==> config.mk <==
export PLATFORM = sky130hd
export DESIGN_NAME = shuffled_minimal_standard_rng
export DESIGN_NICKNAME = d
export VERILOG_FILES = /design/src/design/srng_pkg.sv /design/src/design/srng_mulmod.sv /design/src/design/srng_table.sv /design/src/design/shuffled_minimal_standard_rng.sv
export SDC_FILE = /design/constraint.sdc
export NUM_CORES = 2
export LEC_CHECK = 0
export ABC_AREA = 1
export BUFFER_PORTS_ARGS = -buffer_cell sky130_fd_sc_hd__buf_2
export CAP_MARGIN = 40
export CORE_ASPECT_RATIO = 0.7
export CORE_MARGIN = 5
export CORE_UTILIZATION = 30
export CTS_BUF_LIST = sky130_fd_sc_hd__clkbuf_4 sky130_fd_sc_hd__clkbuf_8
export DETAILED_ROUTE_END_ITERATION = 10
export PLACE_DENSITY_LB_ADDON = 0.1
export SYNTH_ARGS = -nofsm -noshare
export SYNTH_HDL_FRONTEND = slang
export SYNTH_SLANG_ARGS = --single-unit
==> constraint.sdc <==
create_clock -name aclk -period 11.65 [get_ports aclk]
set_input_delay 2.33 -clock aclk [delete_from_list [all_inputs] [get_ports aclk]]
set_output_delay 2.33 -clock aclk [all_outputs]
set_load 0.03 [all_outputs]
==> src/design/srng_pkg.sv <==
// ----------------------------------------------------------------------------
// srng_pkg - shared definitions for the shuffled minimal standard generator
// Constants of the multiplicative generator, table geometry and the request
// type that the sequencer sends to the shuffle table.
// ----------------------------------------------------------------------------
`default_nettype none

package srng_pkg;

    localparam int WORD_W      = 31;
    localparam int MULT_W      = 15;
    localparam int PROD_W      = WORD_W + MULT_W;
    localparam int TABLE_DEPTH = 32;
    localparam int TBL_AW      = $clog2(TABLE_DEPTH);
    localparam int SEED_STEPS  = TABLE_DEPTH + 8;
    localparam int CNT_W       = $clog2(SEED_STEPS);

    localparam logic [MULT_W-1:0] MS_MULT = MULT_W'(16807);
    localparam logic [WORD_W-1:0] MS_MOD  = {WORD_W{1'b1}};

    typedef enum logic {
        CMD_DRAW = 1'b0,
        CMD_SEED = 1'b1
    } cmd_t;

    typedef struct packed {
        logic              wr_en;
        logic [TBL_AW-1:0] wr_addr;
        logic [WORD_W-1:0] wr_data;
        logic              rd_en;
        logic [TBL_AW-1:0] rd_addr;
    } tbl_req_t;

endpackage

`default_nettype wire

==> src/design/srng_mulmod.sv <==
// ----------------------------------------------------------------------------
// srng_mulmod - shared modular multiply unit
// Computes 16807*x mod (2^31-1) in registered steps: multiply into a product
// register, then fold the high part onto the low part with one conditional subtract.
// ----------------------------------------------------------------------------
`default_nettype none

module srng_mulmod
    import srng_pkg::*;
(
    input  wire logic              aclk,
    input  wire logic              aresetn,
    input  wire logic              start,
    input  wire logic [WORD_W-1:0] x,
    output logic                   done,
    output logic [WORD_W-1:0]      y
);

    logic [PROD_W-1:0] prod_reg;
    logic              prod_valid_reg;
    logic              done_reg;
    logic [WORD_W-1:0] y_reg;
    logic [WORD_W:0]   fold_sum;
    logic [WORD_W-1:0] y_next;

    always_comb begin
        fold_sum = {1'b0, prod_reg[WORD_W-1:0]} + (WORD_W+1)'(prod_reg[PROD_W-1:WORD_W]);
        if (fold_sum >= {1'b0, MS_MOD}) begin
            y_next = WORD_W'(fold_sum - {1'b0, MS_MOD});
        end else begin
            y_next = fold_sum[WORD_W-1:0];
        end
    end

    always_ff @(posedge aclk) begin
        if (!aresetn) begin
            prod_valid_reg <= 1'b0;
            done_reg       <= 1'b0;
        end else begin
            prod_valid_reg <= start;
            done_reg       <= prod_valid_reg;
        end
        if (start) begin
            prod_reg <= {{MULT_W{1'b0}}, x} * {{WORD_W{1'b0}}, MS_MULT};
        end
        if (prod_valid_reg) begin
            y_reg <= y_next;
        end
    end

    assign done = done_reg;
    assign y    = y_reg;

endmodule

`default_nettype wire

==> src/design/srng_table.sv <==
// ----------------------------------------------------------------------------
// srng_table - shuffle table memory
// One write port and one read port with registered read data.
// ----------------------------------------------------------------------------
`default_nettype none

module srng_table
    import srng_pkg::*;
(
    input  wire logic              aclk,
    input  wire tbl_req_t          req,
    output logic [WORD_W-1:0]      rd_data
);

    logic [WORD_W-1:0] mem [TABLE_DEPTH];
    logic [WORD_W-1:0] rd_data_reg;

    always_ff @(posedge aclk) begin
        if (req.wr_en) begin
            mem[req.wr_addr] <= req.wr_data;
        end
        if (req.rd_en) begin
            rd_data_reg <= mem[req.rd_addr];
        end
    end

    assign rd_data = rd_data_reg;

endmodule

`default_nettype wire

==> src/design/shuffled_minimal_standard_rng.sv <==
// ----------------------------------------------------------------------------
// shuffled_minimal_standard_rng - minimal standard generator with shuffle
// Multiplier 16807 modulo 2^31-1 behind a 32-entry shuffle table.
// ----------------------------------------------------------------------------
// Each input item is a draw (tuser 0) or a reseed from tdata (tuser 1) and
// gives one 31-bit result; divide it by 2147483647 for a deviate in (0,1).
// One modular multiply unit does every generator step (start, multiply, fold).
// A draw on a seeded generator steps the generator and reads the table, then
// waits for a free output register; a reseed, or the first draw after reset,
// first runs 40 steps. The block takes no new item until the result is in the
// output register.
`default_nettype none

module shuffled_minimal_standard_rng
    import srng_pkg::*;
(
    input  wire logic        aclk,
    input  wire logic        aresetn,
    input  wire logic        s_tvalid,
    output logic             s_tready,
    input  wire logic [31:0] s_tdata,   // [30:0] seed_value
    input  wire logic [0:0]  s_tuser,   // [0] command
    output logic             m_tvalid,
    input  wire logic        m_tready,
    output logic [31:0]      m_tdata    // [30:0] random_value
);

    typedef enum logic [1:0] {
        ST_IDLE,
        ST_STEP,
        ST_DRAW,
        ST_OUT
    } fsm_t;

    fsm_t              fsm_reg;
    logic [WORD_W-1:0] state_reg;
    logic [WORD_W-1:0] last_reg;
    logic [WORD_W-1:0] out_reg;
    logic [CNT_W-1:0]  cnt_reg;
    logic              mul_start_reg;
    logic              m_tvalid_reg;

    logic              mul_done;
    logic [WORD_W-1:0] mul_y;
    logic [WORD_W-1:0] rd_data;
    tbl_req_t          tbl_req;
    logic [WORD_W-1:0] seed_raw;
    logic [WORD_W-1:0] seed_fix;
    logic              out_free;
    logic [TBL_AW-1:0] slot;

    srng_mulmod u_mulmod (
        .aclk    (aclk),
        .aresetn (aresetn),
        .start   (mul_start_reg),
        .x       (state_reg),
        .done    (mul_done),
        .y       (mul_y)
    );

    srng_table u_table (
        .aclk    (aclk),
        .req     (tbl_req),
        .rd_data (rd_data)
    );

    assign out_free = !m_tvalid_reg || m_tready;
    assign slot     = last_reg[WORD_W-1 -: TBL_AW];

    always_comb begin
        seed_raw = (cmd_t'(s_tuser[0]) == CMD_SEED) ? s_tdata[WORD_W-1:0] : WORD_W'(1);
        if (seed_raw == '0 || seed_raw == MS_MOD) begin
            seed_fix = WORD_W'(1);
        end else begin
            seed_fix = seed_raw;
        end
    end

    always_comb begin
        tbl_req.rd_en   = mul_start_reg && (fsm_reg == ST_DRAW);
        tbl_req.rd_addr = slot;
        tbl_req.wr_en   = 1'b0;
        tbl_req.wr_addr = cnt_reg[TBL_AW-1:0];
        tbl_req.wr_data = mul_y;
        if (fsm_reg == ST_STEP && mul_done && cnt_reg < CNT_W'(TABLE_DEPTH)) begin
            tbl_req.wr_en = 1'b1;
        end else if (fsm_reg == ST_OUT && out_free) begin
            tbl_req.wr_en   = 1'b1;
            tbl_req.wr_addr = slot;
            tbl_req.wr_data = state_reg;
        end
    end

    always_ff @(posedge aclk) begin
        if (!aresetn) begin
            fsm_reg       <= ST_IDLE;
            state_reg     <= '0;
            last_reg      <= '0;
            cnt_reg       <= '0;
            mul_start_reg <= 1'b0;
            m_tvalid_reg  <= 1'b0;
        end else begin
            mul_start_reg <= 1'b0;
            if (m_tvalid_reg && m_tready) begin
                m_tvalid_reg <= 1'b0;
            end
            unique case (fsm_reg)
                ST_IDLE: begin
                    if (s_tvalid) begin
                        mul_start_reg <= 1'b1;
                        if (cmd_t'(s_tuser[0]) == CMD_SEED || last_reg == '0) begin
                            state_reg <= seed_fix;
                            cnt_reg   <= CNT_W'(SEED_STEPS - 1);
                            fsm_reg   <= ST_STEP;
                        end else begin
                            fsm_reg <= ST_DRAW;
                        end
                    end
                end
                ST_STEP: begin
                    if (mul_done) begin
                        state_reg     <= mul_y;
                        mul_start_reg <= 1'b1;
                        if (cnt_reg == '0) begin
                            last_reg <= mul_y;
                            fsm_reg  <= ST_DRAW;
                        end else begin
                            cnt_reg <= cnt_reg - CNT_W'(1);
                        end
                    end
                end
                ST_DRAW: begin
                    if (mul_done) begin
                        state_reg <= mul_y;
                        fsm_reg   <= ST_OUT;
                    end
                end
                ST_OUT: begin
                    if (out_free) begin
                        out_reg      <= rd_data;
                        last_reg     <= rd_data;
                        m_tvalid_reg <= 1'b1;
                        fsm_reg      <= ST_IDLE;
                    end
                end
                default: begin
                    fsm_reg <= ST_IDLE;
                end
            endcase
        end
    end

    assign s_tready = (fsm_reg == ST_IDLE);
    assign m_tvalid = m_tvalid_reg;
    assign m_tdata  = {1'b0, out_reg};

    a_done_when_busy: assert property (@(posedge aclk) disable iff (!aresetn)
        mul_done |-> (fsm_reg == ST_STEP || fsm_reg == ST_DRAW))
        else $error("multiply result outside a stepping state");

    a_state_nonzero: assert property (@(posedge aclk) disable iff (!aresetn)
        (fsm_reg == ST_DRAW || fsm_reg == ST_OUT) |-> state_reg != '0)
        else $error("generator state zero while drawing");

    a_result_range: assert property (@(posedge aclk) disable iff (!aresetn)
        $rose(m_tvalid_reg) |-> (out_reg != '0 && out_reg != MS_MOD && last_reg == out_reg))
        else $error("result out of range or not kept as last output");

endmodule

`default_nettype wire
==> flow_summary_export.csv <==
group,metric,value,unit
run_status,run_status,"finished, final reports clean",
clocking,cts_tree,"built",
global_route,globalRouteOverflowTotal,0,
finish,largest_reg_flops,992,
route,initialDrtViolationCount,3712,
place,place.gp.congestion,0.911,
global_route,use_met1,0.312,
clocking,ctsHoldBuffers,0,
route,dr.pass1.iters,5,
global_route,grt_use_total,0.193,
route,routed_via_density,4.99,
die,start_util,0.301,
finish,mostFrequentLayoutCell,"edfxtp_1",
logic_synthesis,yosysWarnings,0,
global_route,grt_pass1_wl,286,mm
route,post-route-drc-count,0,
timing,fin_crit,6.61,ns
timing,setup_viol,0,
die,rows,135,
die,core_area,193000,sq um
power,total_power,17.9,mW
timing,clock.fmax,151,MHz
global_route,grt_use_met3,0.0307,
global_route,top_usage_layer,"met1",
logic_synthesis,syn_area_per_cell,11.0,sq um
critical_path,crit_path_start_kind,"flip-flop",
logic_synthesis,synth_seq_cells,1205,
clocking,cts_resized,0,
critical_path,worstPathMaxFanout,6,
timing,setup_tns,0,ns
critical_path,startpoint,"state_reg[18]$_SDFFE_PN0P_",
clocking,clk_pin_slew,0.07,ns
place,place_hpwl,125,mm
finish,drive_gt1_frac,0.108,
timing,drv_slew,0,
timing,skew,0.0800,ns
logic_synthesis,synth-async-reset-ratio,0,
critical_path,crit_type,"reg2reg",
die,die_x,535,um
critical_path,r2r_start,"state_reg[18]$_SDFFE_PN0P_",
timing,hold_viol_final,0,
timing,slew_headroom,0.369,
die,die_h,378,um
logic_synthesis,synthFlopType,"edfxtp_1",
clocking,clock_sinks,1205,
finish,seqCellArea,35500,sq um
global_route,antenna_found_initial,5,
clocking,clkLatencyLatePin,0.91,ns
critical_path,worstPathRequired,12.27,ns
clocking,cts_buffer_depth,4,
global_route,grt_start_max_net_pins,167,
finish,nFillCells,19362,
route,routed_wl,200,mm
clocking,clockRootBuffer,"clkbuf_8",
logic_synthesis,synth_nets,5669,
die,num_io_pins,71,
route,ant_nets,0,
global_route,grt_util_met2,0.271,
clocking,post_cts_buffers,0,
finish,final_nets,5786,
logic_synthesis,synth.distinct_cells,53,
die,dieArea,202000,sq um
logic_synthesis,yosysSeqAreaShare,0.612,
place,io_buffer_count,68,
critical_path,arrival,7.23,ns
power,powerDensity,272,nW/um^2
finish,multi_input_area,19900,sq um
logic_synthesis,syn_area,57900,sq um
min_path,min_from,"last_reg[18]$_SDFFE_PN0P_",
clocking,cts_max_level,4,
logic_synthesis,synth_edf_count,1131,
critical_path,endpoint_kind,"flip-flop",
finish,layout_common_cells,"edfxtp_1 (1131), nor2_1 (895), o21ai_0 (693)",
logic_synthesis,synth_cells,5289,
clocking,cts_buffers,196,
timing,rsz0062_at_grt,"false",
timing,fin_crit_sh,0.567,
job,cap_violations,0,
power,irDropWorstVdd,0.234,mV
timing,worst_pin_slew,0.940,ns
power,p_leak,24.5,nW
finish,syn_to_final_growth,13.7,%
route,vias,40702,
route,wl_per_cell,24.6,um
min_path,hp-class,"reg2reg",
global_route,first_global_vias,38826,
## critical path, stage by stage (launching register included)
cell and delay (ns):
dfxtp_1 0.77, inv_1 0.35, fa_1 0.58, inv_1 0.04, ha_1 0.27, inv_1 0.05, fa_1 0.49, inv_1 0.05
fa_1 0.49, fa_1 0.50, inv_1 0.05, fa_1 0.58, inv_1 0.08, ha_1 0.42, a21oi_1 0.36, o21ai_0 0.24
a21oi_1 0.22, o21ai_0 0.17, nand3_1 0.10, nand2_1 0.09, a31oi_1 0.27, xnor2_1 0.17
## kinds of logic (layout without fill, tap and decap cells)
| family | Yosys count | in the layout | synth area share |
|---|---|---|---|
| buf+inv | 795 | 1048 | 0.0521 |
| simple gates | 1644 | 1644 | 0.115 |
| xor+xnor | 60 | 60 | 0.00907 |
| fa+ha+maj | 343 | 343 | 0.0915 |
| other cells | 1 | 6 | 0.0000647 |
| compound gates | 1241 | 1241 | 0.120 |
| flops | 1205 | 1205 | 0.612 |
## path summary, 6_finish.rpt
kind / end / slack [ns] / cells after the start
setup / recovery: u_mulmod.prod_reg[35]$_DFFE_PP_ / 5.04 / 21
hold / removal: last_reg[18]$_SDFFE_PN0P_ / 0.46 / 2
setup reg to reg: u_mulmod.prod_reg[35]$_DFFE_PP_ / 5.04 / 21
hold reg to reg: last_reg[18]$_SDFFE_PN0P_ / 0.46 / 2
## synth_stat cells, drive strengths merged (8+ instances only)
cell,count,area [sq um]
fa,134,2680
xor2,44,385
a31oi,35,219
dfxtp,74,1480
buf,27,129
nor4,9,56.3
nand3,134,691
xnor2,16,140
ha,209,2620
nor3,34,180
nand2,464,1770
inv,526,1970
o221ai,11,96.3
nand4,44,275
o21ai,722,3630
a21oi,77,389
edfxtp,1131,34000
clkbuf,239,901
o211ai,13,97.6
a211oi,63,473
o2111ai,10,87.6
o21a,8,60.1
o22ai,282,1760
nor2,941,3570
## stage by stage
step / setup WS [ns] / util / hold WS, ns / area, sq um / std cells
final: 5.04 / 0.342 / 0.462 / 65900 / 8150
after detailed placement: 5.19 / 0.322 / 0.449 / 62100 / 7808
after global routing: 4.78 / 0.342 / 0.478 / 65800 / 8147
after floorplan: 6.36 / - / 0.427 / 57900 / 5289
after global placement: 5.11 / 0.320 / 0.450 / 61800 / 7789
after CTS: 5.16 / 0.342 / 0.462 / 65800 / 8142
## where the power goes
part	switching, mW	internal, mW	total, mW
logic	6.06	2.59	8.64
registers	0.277	5.37	5.64
clock network	1.74	1.90	3.64
## metal layers
layer	share of wire	vias to the layer above	routed length, um
met2	0.41	1096	81200
met5	0	-	0
met3	0.055	223	11100
met1	0.52	20525	105000
met4	0.016	0	3160
li1	-	18858	-
## layout make-up
class	count	area share
antenna	5	0.000190
clock buffer	272	0.0506
clock inverter	62	0.00549
inverter	529	0.0305
multi-input combinational	3289	0.303
sequential	1205	0.538
tap	2603	0.0495
timing repair buffer	185	0.0228
Power figures use the tool's default switching activity.
